<file path="src/sv/smlp_pkg.sv">
// smlp_pkg: widths, register indexes, shared structs and the filter factor table
// for the stereo mix low-pass block. No dependencies.
`default_nettype none

package smlp_pkg;

   localparam int SAMPLE_W  = 16;   // FM samples and filtered outputs
   localparam int PSG_W     = 15;   // raw tone sample, offset binary
   localparam int PCT_W     = 7;    // filter_percent register
   localparam int FACTOR_W  = 17;   // blend factors, 0 .. 0x10000
   localparam int ACC_W     = 32;   // 16.16 accumulator
   localparam int MIX_W     = 17;   // tone plus scaled FM
   localparam int PROD_W    = 34;   // full product width before the wrap
   localparam int CSR_IDX_W = 2;
   localparam int CSR_DAT_W = 7;

   localparam int PCT_FULL       = 100;
   localparam int PCT_RESET      = 50;
   localparam int UNITY          = 32'h10000;
   localparam int FACTOR_ENTRIES = 2 ** PCT_W;

   localparam logic [SAMPLE_W-1:0] PSG_CENTER = 16'h4000;
   localparam logic [FACTOR_W-1:0] UNITY_F    = FACTOR_W'(UNITY);

   typedef enum logic [CSR_IDX_W-1:0] {
      REG_FILTER_PERCENT = 2'd0,
      REG_FM_ENABLE      = 2'd1,
      REG_PSG_ENABLE     = 2'd2
   } reg_index_type;

   typedef logic [FACTOR_W-1:0] factor_table_type [FACTOR_ENTRIES];

   // previous-output weight per percentage; values above full scale saturate
   function automatic factor_table_type build_factor_table();
      factor_table_type t;
      for (int i = 0; i < FACTOR_ENTRIES; i++) begin
         t[i] = FACTOR_W'((UNITY * ((i > PCT_FULL) ? PCT_FULL : i)) / PCT_FULL);
      end
      return t;
   endfunction

   localparam factor_table_type FACTOR_TABLE = build_factor_table();

   typedef struct packed {
      logic [FACTOR_W-1:0] factor_a;
      logic [FACTOR_W-1:0] factor_b;
      logic                fm_en;
      logic                psg_en;
   } cfg_type;

   typedef struct packed {
      logic                    active;   // at least one source enabled
      logic signed [MIX_W-1:0] left;
      logic signed [MIX_W-1:0] right;
   } mix_type;

endpackage

`default_nettype wire

</file>
<file path="src/sv/smlp_if.sv">
// smlp_if: valid/ready channel interfaces for sample input, filtered output and
// register writes. Depends on smlp_pkg.
`default_nettype none

interface smlp_req_if;
   import smlp_pkg::*;
   logic                       valid;
   logic                       ready;
   logic signed [SAMPLE_W-1:0] fm_left;
   logic signed [SAMPLE_W-1:0] fm_right;
   logic        [PSG_W-1:0]    psg_sample;
   modport source (output valid, fm_left, fm_right, psg_sample, input ready);
   modport sink   (input valid, fm_left, fm_right, psg_sample, output ready);
endinterface

interface smlp_rsp_if;
   import smlp_pkg::*;
   logic                       valid;
   logic                       ready;
   logic signed [SAMPLE_W-1:0] left_out;
   logic signed [SAMPLE_W-1:0] right_out;
   modport source (output valid, left_out, right_out, input ready);
   modport sink   (input valid, left_out, right_out, output ready);
endinterface

interface smlp_csr_if;
   import smlp_pkg::*;
   logic                 valid;
   logic                 ready;
   logic [CSR_IDX_W-1:0] index;
   logic [CSR_DAT_W-1:0] data;
   modport source (output valid, index, data, input ready);
   modport sink   (input valid, index, data, output ready);
endinterface

`default_nettype wire

</file>
<file path="src/sv/smlp_csr.sv">
// smlp_csr: configuration registers; turns the percentage into blend factors
// at write time. Depends on smlp_pkg and smlp_if.
`default_nettype none

module smlp_csr (
   input  wire logic        clock,
   input  wire logic        reset,
   smlp_csr_if.sink         csr_bus,
   output smlp_pkg::cfg_type cfg
);
   import smlp_pkg::*;

   logic [FACTOR_W-1:0] factor_a_ff, factor_a_in;
   logic [FACTOR_W-1:0] factor_b_ff, factor_b_in;
   logic                fm_en_ff, fm_en_in;
   logic                psg_en_ff, psg_en_in;
   logic [FACTOR_W-1:0] lookup;

   assign csr_bus.ready = 1'b1;
   assign lookup = FACTOR_TABLE[csr_bus.data[PCT_W-1:0]];

   always_comb begin
      factor_a_in = factor_a_ff;
      factor_b_in = factor_b_ff;
      fm_en_in    = fm_en_ff;
      psg_en_in   = psg_en_ff;
      if (csr_bus.valid) begin
         unique case (reg_index_type'(csr_bus.index))
            REG_FILTER_PERCENT: begin
               factor_a_in = lookup;
               factor_b_in = UNITY_F - lookup;
            end
            REG_FM_ENABLE:  fm_en_in  = csr_bus.data[0];
            REG_PSG_ENABLE: psg_en_in = csr_bus.data[0];
            default: ;  // drop writes beyond the register list
         endcase
      end
   end

   always_ff @(posedge clock) begin
      if (reset) begin
         factor_a_ff <= FACTOR_TABLE[PCT_RESET];
         factor_b_ff <= UNITY_F - FACTOR_TABLE[PCT_RESET];
         fm_en_ff    <= 1'b1;
         psg_en_ff   <= 1'b1;
      end else begin
         factor_a_ff <= factor_a_in;
         factor_b_ff <= factor_b_in;
         fm_en_ff    <= fm_en_in;
         psg_en_ff   <= psg_en_in;
      end
   end

   assign cfg = '{factor_a: factor_a_ff, factor_b: factor_b_ff,
                  fm_en: fm_en_ff, psg_en: psg_en_ff};

endmodule

`default_nettype wire

</file>
<file path="src/sv/smlp_mix.sv">
// smlp_mix: recenters and halves the tone sample, scales FM by three quarters
// and selects the per-channel mix. Depends on smlp_pkg.
`default_nettype none

module smlp_mix (
   input  wire logic signed [smlp_pkg::SAMPLE_W-1:0] fm_left,
   input  wire logic signed [smlp_pkg::SAMPLE_W-1:0] fm_right,
   input  wire logic        [smlp_pkg::PSG_W-1:0]    psg_sample,
   input  wire smlp_pkg::cfg_type                    cfg,
   output smlp_pkg::mix_type                         mix
);
   import smlp_pkg::*;

   logic signed [SAMPLE_W+1:0] fl_x3, fr_x3;
   logic signed [SAMPLE_W-1:0] fl, fr;
   logic signed [SAMPLE_W-1:0] psg_c;
   logic signed [PSG_W-1:0]    tone;
   logic signed [MIX_W-1:0]    tone_x, fl_x, fr_x;

   // x*3 then floor divide by 4: keep the upper bits of the 18-bit product
   assign fl_x3 = (18'(fm_left) <<< 1) + 18'(fm_left);
   assign fr_x3 = (18'(fm_right) <<< 1) + 18'(fm_right);
   assign fl    = fl_x3[SAMPLE_W+1:2];
   assign fr    = fr_x3[SAMPLE_W+1:2];

   assign psg_c = $signed({1'b0, psg_sample} - PSG_CENTER);
   assign tone  = psg_c[SAMPLE_W-1:1];

   assign tone_x = MIX_W'(tone);
   assign fl_x   = MIX_W'(fl);
   assign fr_x   = MIX_W'(fr);

   always_comb begin
      mix.active = cfg.fm_en | cfg.psg_en;
      if (cfg.fm_en && cfg.psg_en) begin
         mix.left  = tone_x + fl_x;
         mix.right = tone_x + fr_x;
      end else if (cfg.fm_en) begin
         mix.left  = fl_x;
         mix.right = fr_x;
      end else begin
         mix.left  = tone_x;
         mix.right = tone_x;
      end
   end

endmodule

`default_nettype wire

</file>
<file path="src/sv/smlp_filter.sv">
// smlp_filter: per-channel 16.16 one-pole accumulators and the output register
// stage. Depends on smlp_pkg.
`default_nettype none

module smlp_filter (
   input  wire logic                              clock,
   input  wire logic                              reset,
   input  wire logic                              load,
   input  wire smlp_pkg::mix_type                 mix,
   input  wire smlp_pkg::cfg_type                 cfg,
   input  wire logic                              out_ready,
   output logic                                   out_valid,
   output logic signed [smlp_pkg::SAMPLE_W-1:0]   out_left,
   output logic signed [smlp_pkg::SAMPLE_W-1:0]   out_right,
   output logic                                   advance
);
   import smlp_pkg::*;

   logic [ACC_W-1:0]           acc_l_ff, acc_l_in;
   logic [ACC_W-1:0]           acc_r_ff, acc_r_in;
   logic                       valid_ff, valid_in;
   logic signed [SAMPLE_W-1:0] left_ff, left_in;
   logic signed [SAMPLE_W-1:0] right_ff, right_in;
   logic signed [FACTOR_W:0]   fa_s, fb_s;
   logic signed [PROD_W-1:0]   pa_l, pb_l, pa_r, pb_r;
   logic [ACC_W-1:0]           upd_l, upd_r;

   assign fa_s = $signed({1'b0, cfg.factor_a});
   assign fb_s = $signed({1'b0, cfg.factor_b});

   // previous output (acc >> 16) times factor_a plus mix times factor_b, mod 2^32
   assign pa_l = PROD_W'($signed(acc_l_ff[ACC_W-1:SAMPLE_W])) * PROD_W'(fa_s);
   assign pa_r = PROD_W'($signed(acc_r_ff[ACC_W-1:SAMPLE_W])) * PROD_W'(fa_s);
   assign pb_l = PROD_W'(mix.left) * PROD_W'(fb_s);
   assign pb_r = PROD_W'(mix.right) * PROD_W'(fb_s);
   assign upd_l = pa_l[ACC_W-1:0] + pb_l[ACC_W-1:0];
   assign upd_r = pa_r[ACC_W-1:0] + pb_r[ACC_W-1:0];

   assign advance = !valid_ff || out_ready;

   always_comb begin
      acc_l_in = acc_l_ff;
      acc_r_in = acc_r_ff;
      left_in  = left_ff;
      right_in = right_ff;
      valid_in = valid_ff;
      if (advance) begin
         valid_in = load;
      end
      if (load) begin
         if (mix.active) begin
            acc_l_in = upd_l;
            acc_r_in = upd_r;
            left_in  = $signed(upd_l[ACC_W-1:SAMPLE_W]);
            right_in = $signed(upd_r[ACC_W-1:SAMPLE_W]);
         end else begin
            left_in  = '0;
            right_in = '0;
         end
      end
   end

   always_ff @(posedge clock) begin
      if (reset) begin
         acc_l_ff <= '0;
         acc_r_ff <= '0;
         valid_ff <= 1'b0;
      end else begin
         acc_l_ff <= acc_l_in;
         acc_r_ff <= acc_r_in;
         valid_ff <= valid_in;
      end
      left_ff  <= left_in;
      right_ff <= right_in;
   end

   assign out_valid = valid_ff;
   assign out_left  = left_ff;
   assign out_right = right_ff;

endmodule

`default_nettype wire

</file>
<file path="src/sv/stereo_mix_lowpass.sv">
// stereo_mix_lowpass: an input transfer passes the input register, then the
// accumulator and result register, before the result is offered.
// Throughput one sample pair per cycle while the result is not held off; the
// accumulator update (16x17 and 17x17 multiplies, 32-bit add) is combinational.
// Reset is synchronous, active high: pipeline empties, accumulators clear,
// filter_percent returns to 50 and both sources are enabled.
`default_nettype none

module stereo_mix_lowpass (
   input  wire logic clock,
   input  wire logic reset,
   smlp_req_if.sink  req_bus,
   smlp_rsp_if.source rsp_bus,
   smlp_csr_if.sink  csr_bus
);
   import smlp_pkg::*;

   // input register stage
   logic                       valid_a_ff, valid_a_in;
   logic signed [SAMPLE_W-1:0] fm_left_ff, fm_left_in;
   logic signed [SAMPLE_W-1:0] fm_right_ff, fm_right_in;
   logic        [PSG_W-1:0]    psg_ff, psg_in;

   cfg_type cfg;
   mix_type mix;
   logic    advance;     // result register can take a new item
   logic    move;        // input stage hands its item to the filter
   logic    req_take;

   smlp_csr u_csr (
      .clock   (clock),
      .reset   (reset),
      .csr_bus (csr_bus),
      .cfg     (cfg)
   );

   assign move          = valid_a_ff && advance;
   assign req_bus.ready = !valid_a_ff || advance;
   assign req_take      = req_bus.valid && req_bus.ready;

   always_comb begin
      valid_a_in  = valid_a_ff;
      fm_left_in  = fm_left_ff;
      fm_right_in = fm_right_ff;
      psg_in      = psg_ff;
      if (req_bus.ready) begin
         // input stage is empty or draining this cycle: refill from the port
         valid_a_in = req_bus.valid;
      end
      if (req_take) begin
         fm_left_in  = req_bus.fm_left;
         fm_right_in = req_bus.fm_right;
         psg_in      = req_bus.psg_sample;
      end
   end

   always_ff @(posedge clock) begin
      if (reset) begin
         valid_a_ff <= 1'b0;
      end else begin
         valid_a_ff <= valid_a_in;
      end
      fm_left_ff  <= fm_left_in;
      fm_right_ff <= fm_right_in;
      psg_ff      <= psg_in;
   end

   // recenter the tone, scale FM, pick the mix by the enables
   smlp_mix u_mix (
      .fm_left    (fm_left_ff),
      .fm_right   (fm_right_ff),
      .psg_sample (psg_ff),
      .cfg        (cfg),
      .mix        (mix)
   );

   // accumulate and hold the result until the result transfer
   smlp_filter u_filter (
      .clock     (clock),
      .reset     (reset),
      .load      (move),
      .mix       (mix),
      .cfg       (cfg),
      .out_ready (rsp_bus.ready),
      .out_valid (rsp_bus.valid),
      .out_left  (rsp_bus.left_out),
      .out_right (rsp_bus.right_out),
      .advance   (advance)
   );

   // both sources off gives a silent result
   assert property (@(posedge clock) disable iff (reset)
      move && !cfg.fm_en && !cfg.psg_en |=>
         rsp_bus.left_out == '0 && rsp_bus.right_out == '0)
      else $error("muted mix produced a nonzero result");

   // an item leaving the input stage always shows up as a result
   assert property (@(posedge clock) disable iff (reset)
      move |=> rsp_bus.valid)
      else $error("item lost between input and result stage");

   // input only stalls when both stages are full and the result is held off
   assert property (@(posedge clock) disable iff (reset)
      !req_bus.ready |-> valid_a_ff && rsp_bus.valid && !rsp_bus.ready)
      else $error("input stalled without back pressure");

endmodule

`default_nettype wire
</file>
<file path="src/flat_wrapper.sv">
// flat-port wrapper written by rule: the top's interface ports become plain ports
module stereo_mix_lowpass_flat import smlp_pkg::*;
  (clock, reset, req_bus_valid, req_bus_fm_left, req_bus_fm_right, req_bus_psg_sample, req_bus_ready, rsp_bus_valid, rsp_bus_left_out, rsp_bus_right_out, rsp_bus_ready, csr_bus_valid, csr_bus_index, csr_bus_data, csr_bus_ready);
  smlp_req_if req_bus_i ();
  smlp_rsp_if rsp_bus_i ();
  smlp_csr_if csr_bus_i ();
  input  wire logic clock;
  input  wire logic reset;
  input wire logic [$bits(req_bus_i.valid)-1:0] req_bus_valid;
  input wire logic [$bits(req_bus_i.fm_left)-1:0] req_bus_fm_left;
  input wire logic [$bits(req_bus_i.fm_right)-1:0] req_bus_fm_right;
  input wire logic [$bits(req_bus_i.psg_sample)-1:0] req_bus_psg_sample;
  output wire logic [$bits(req_bus_i.ready)-1:0] req_bus_ready;
  output wire logic [$bits(rsp_bus_i.valid)-1:0] rsp_bus_valid;
  output wire logic [$bits(rsp_bus_i.left_out)-1:0] rsp_bus_left_out;
  output wire logic [$bits(rsp_bus_i.right_out)-1:0] rsp_bus_right_out;
  input wire logic [$bits(rsp_bus_i.ready)-1:0] rsp_bus_ready;
  input wire logic [$bits(csr_bus_i.valid)-1:0] csr_bus_valid;
  input wire logic [$bits(csr_bus_i.index)-1:0] csr_bus_index;
  input wire logic [$bits(csr_bus_i.data)-1:0] csr_bus_data;
  output wire logic [$bits(csr_bus_i.ready)-1:0] csr_bus_ready;
  assign req_bus_i.valid = req_bus_valid;
  assign req_bus_i.fm_left = req_bus_fm_left;
  assign req_bus_i.fm_right = req_bus_fm_right;
  assign req_bus_i.psg_sample = req_bus_psg_sample;
  assign req_bus_ready = req_bus_i.ready;
  assign rsp_bus_valid = rsp_bus_i.valid;
  assign rsp_bus_left_out = rsp_bus_i.left_out;
  assign rsp_bus_right_out = rsp_bus_i.right_out;
  assign rsp_bus_i.ready = rsp_bus_ready;
  assign csr_bus_i.valid = csr_bus_valid;
  assign csr_bus_i.index = csr_bus_index;
  assign csr_bus_i.data = csr_bus_data;
  assign csr_bus_ready = csr_bus_i.ready;
  stereo_mix_lowpass u_core (.clock(clock), .reset(reset), .req_bus(req_bus_i), .rsp_bus(rsp_bus_i), .csr_bus(csr_bus_i));
endmodule
</file>
<file path="config.mk">
export PLATFORM = sky130hd
export DESIGN_NAME = stereo_mix_lowpass_flat
export DESIGN_NICKNAME = d
export VERILOG_FILES = /design/src/sv/smlp_pkg.sv /design/src/sv/smlp_if.sv /design/src/sv/smlp_csr.sv /design/src/sv/smlp_mix.sv /design/src/sv/smlp_filter.sv /design/src/sv/stereo_mix_lowpass.sv /design/src/flat_wrapper.sv
export SDC_FILE = /design/constraint.sdc
export NUM_CORES = 2
export LEC_CHECK = 0
export CAP_MARGIN = 30
export CORE_MARGIN = 8
export CORE_UTILIZATION = 55
export CTS_CLUSTER_DIAMETER = 200
export DETAILED_ROUTE_END_ITERATION = 8
export DONT_BUFFER_PORTS = 1
export PLACE_DENSITY = 0.78
export SETUP_SLACK_MARGIN = 0.4
export SYNTH_ARGS = -nofsm -noshare
export SYNTH_HDL_FRONTEND = slang
export SYNTH_HIERARCHICAL = 1
export SYNTH_SLANG_ARGS = --single-unit
</file>
<file path="constraint.sdc">
create_clock -name clock -period 17.8 [get_ports clock]
set_input_delay 0.89 -clock clock [delete_from_list [all_inputs] [get_ports clock]]
set_output_delay 0.89 -clock clock [all_outputs]
set_load 0.05 [all_outputs]
</file>
==> impl_metrics.py <==
metrics = {
    "cts": {
        "cts.hold.buffers_added": 0,
        "cts_resized": 0,
        "clk_pin_slew_worst_paths_ns": 0.07,
        "clock_latency_ns": 0.51,
        "clock-sinks": 147,
        "htree_levels": 4,
        "root_buffer": "clkbuf_16",
        "cts_tree": "built",
        "cts_buffer_depth": 2,
        "numCtsBuffers": 17,
        "cts_setup_buffers": 0,
    },
    "worst_setup_path": {
        "critical_path_arrival_ns": 11.62,
        "r2r_setup_slack_ns": 6.42,
        "end_kind": "register",
        "cp-start-kind": "register",
        "max_stage_delay_ns": 0.80,
        "crit_slowest_cell": "a221o_1",
        "reg2reg_from": "u_core/fm_left_ff[1]$_DFFE_PP_",
        "crit_required_ns": 18.04,
        "worstRegToRegCells": 37,
        "r2r-end": "u_core/u_filter/out_left[15]$_SDFFCE_PN0P_",
        "critPathMaxFanout": 17,
        "cpMostUsedCell": "fa_1",
        "crit_type": "register to register",
    },
    "timing": {
        "hold_ws_ns": 0.460,
        "skew_ns": 0.0239,
        "max_freq_mhz": 87.9,
        "grt_setup_unrepaired": "no",
        "relSlewSlack": 0.295,
        "setup_violations": 0,
        "fin_crit_ns": 11.38,
        "tightestPinTransition_ns": 1.05,
        "slew_viol_final": 0,
        "finalCritPeriodShare": 0.639,
        "hold_viol": 0,
        "fin_tns_setup_ns": 0,
    },
    "die": {
        "die_x_um": 311,
        "die_area_sq_mm": 0.0964,
        "core-area_sq_mm": 0.0863,
        "rows": 108,
        "start_util": 0.553,
        "io_pins": 96,
        "die_h_um": 311,
    },
    "route": {
        "drc": 0,
        "routed_via_density": 5.68,
        "dr.pass1.iters": 8,
        "drt_wl_total_um": 122000,
        "num_vias": 35600,
        "postRouteAntennaNets": 0,
        "first_iter_violations": 2917,
        "post_drt_wl_per_cell_um": 19.4,
    },
    "place": {
        "dp_hpwl_um": 96200,
        "finalWeightedCongestion": 0.923,
        "numPortBuffers": 0,
    },
    "global_route": {
        "first_global_vias": 38000,
        "gr-total-overflow": 0,
        "grt_max_degree": 91,
        "grt_usage": 0.256,
        "grt_antenna_before_repair": 3,
        "grt_pass1_wl_um": 201000,
    },
    "yosys": {
        "synth_nets": 6789,
        "synth_cells": 5290,
        "yosys_warnings": 6,
        "avgSynthCellArea_sq_um": 9.02,
        "synth_area_sq_mm": 0.0477,
    },
    "finish": {
        "area.growth.synth_to_final_pct": 2.89,
        "drive_gt1_frac": 0.0346,
        "nets": 6604,
        "fillCellCount": 7465,
    },
    "flow_run": {
        "cap_violations": 0,
    },
    "worst_hold_path": {
        "min_path_type": "register to register",
        "whs_path_depth": 2,
        "worstHoldEndpoint": "u_core/u_filter/acc_r_ff[31]$_SDFFE_PP0P_",
        "hold_start": "u_core/u_filter/acc_r_ff[31]$_SDFFE_PP0P_",
    },
    "status": {
        "status": "finished, final reports clean",
    },
}
## per-stage QoR
stage,util,worst slack [ns],instances,area (sq um)
2_1_floorplan,-,7.96,5290,47700
3_3_place_gp,0.562,6.62,6240,48500
3_5_place_dp,0.562,6.54,6241,48500
4_1_cts,0.569,6.47,6273,49100
5_1_grt,0.569,5.71,6273,49100
6_report,0.569,6.42,6274,49100
## worst max path at each step
| stage | endpoint | cells after the start | start |
|---|---|---|---|
| after floorplan | u_core/u_filter/acc_r_ff[28]$_SDFFE_PP0P_ | 35 | u_core/fm_right_ff[2]$_DFFE_PP_ |
| after global placement | u_core/u_filter/out_left[14]$_SDFFCE_PN0P_ | 37 | u_core/fm_left_ff[1]$_DFFE_PP_ |
| after detailed placement | u_core/u_filter/out_left[15]$_SDFFCE_PN0P_ | 37 | u_core/fm_left_ff[1]$_DFFE_PP_ |
| after CTS | u_core/u_filter/out_left[15]$_SDFFCE_PN0P_ | 37 | u_core/fm_left_ff[1]$_DFFE_PP_ |
| after global routing | u_core/u_filter/out_left[14]$_SDFFCE_PN0P_ | 37 | u_core/fm_left_ff[1]$_DFFE_PP_ |
| final | u_core/u_filter/out_left[15]$_SDFFCE_PN0P_ | 37 | u_core/fm_left_ff[1]$_DFFE_PP_ |
## registers in the layout (all words and copies together), names as in the netlist
name,cells
u_core/fm_right_ff,16
u_core/u_filter/out_valid,1
u_core/valid_a_ff,1
u_core/fm_left_ff,16
u_core/u_csr/fm_en_ff,1
u_core/psg_ff,14
u_core/u_filter/out_left,16
u_core/u_filter/acc_l_ff,16
u_core/u_csr/factor_a_ff,17
u_core/u_csr/psg_en_ff,1
u_core/u_csr/factor_b_ff,16
u_core/u_filter/out_right,16
u_core/u_filter/acc_r_ff,16
## final cells by class
class                   instances  area (sq um)  area share
repair buffers                 66           495      0.0101
well taps                    1155          1450      0.0294
multi-input cells            3707         38500       0.783
clock buffers                  17           425     0.00866
diodes                          1          2.50   0.0000510
inverters                    1166          4380      0.0891
clock inverters                15           164     0.00334
flip-flops and latches        147          3730      0.0760
## per-layer routing
metal  vias up  global-route usage  share of wire
li1      15700                   -              -
met1     18200               0.349           0.41
met2      1575               0.411           0.47
met3       209              0.0525          0.094
met4         0              0.0766          0.027
met5         -                   0              0
## worst max-delay path, delay by kind of cell, from the launching register on
family,cells,cell delay [ns]
XOR/XNOR,2,0.35
buffers and inverters,5,0.26
adder cells (fa/ha/maj),11,5.04
AND/OR/NAND/NOR,8,1.37
AO/OA/AOI/OAI,11,3.62
flip-flops,1,0.45
## cells in the final DEF, fill, tap and decap left out, drive strengths merged, types with 7 or more instances in the layout
| cell | n |
|---|---|
| nor3b | 9 |
| nand4 | 24 |
| and2 | 595 |
| o21ai | 92 |
| a21oi | 136 |
| nor2b | 70 |
| o31ai | 8 |
| nand3b | 8 |
| nand3 | 40 |
| dfxtp | 69 |
| a21o | 33 |
| nand2 | 616 |
| a31o | 8 |
| nor2 | 130 |
| a31oi | 27 |
| a211o | 9 |
| nand2b | 42 |
| buf | 66 |
| or2 | 15 |
| mux2i | 14 |
| a211oi | 32 |
| o211ai | 22 |
| xnor2 | 63 |
| nor3 | 41 |
| inv | 1174 |
| clkbuf | 17 |
| o311ai | 7 |
| o21a | 19 |
| and3 | 22 |
| xor2 | 45 |
| fa | 980 |
| a311oi | 7 |
| or3 | 7 |
| edfxtp | 78 |
| o221ai | 10 |
| ha | 458 |
Power is not shown: default switching activity piles up to over one toggle a cycle in this logic, so the estimate is an artifact.
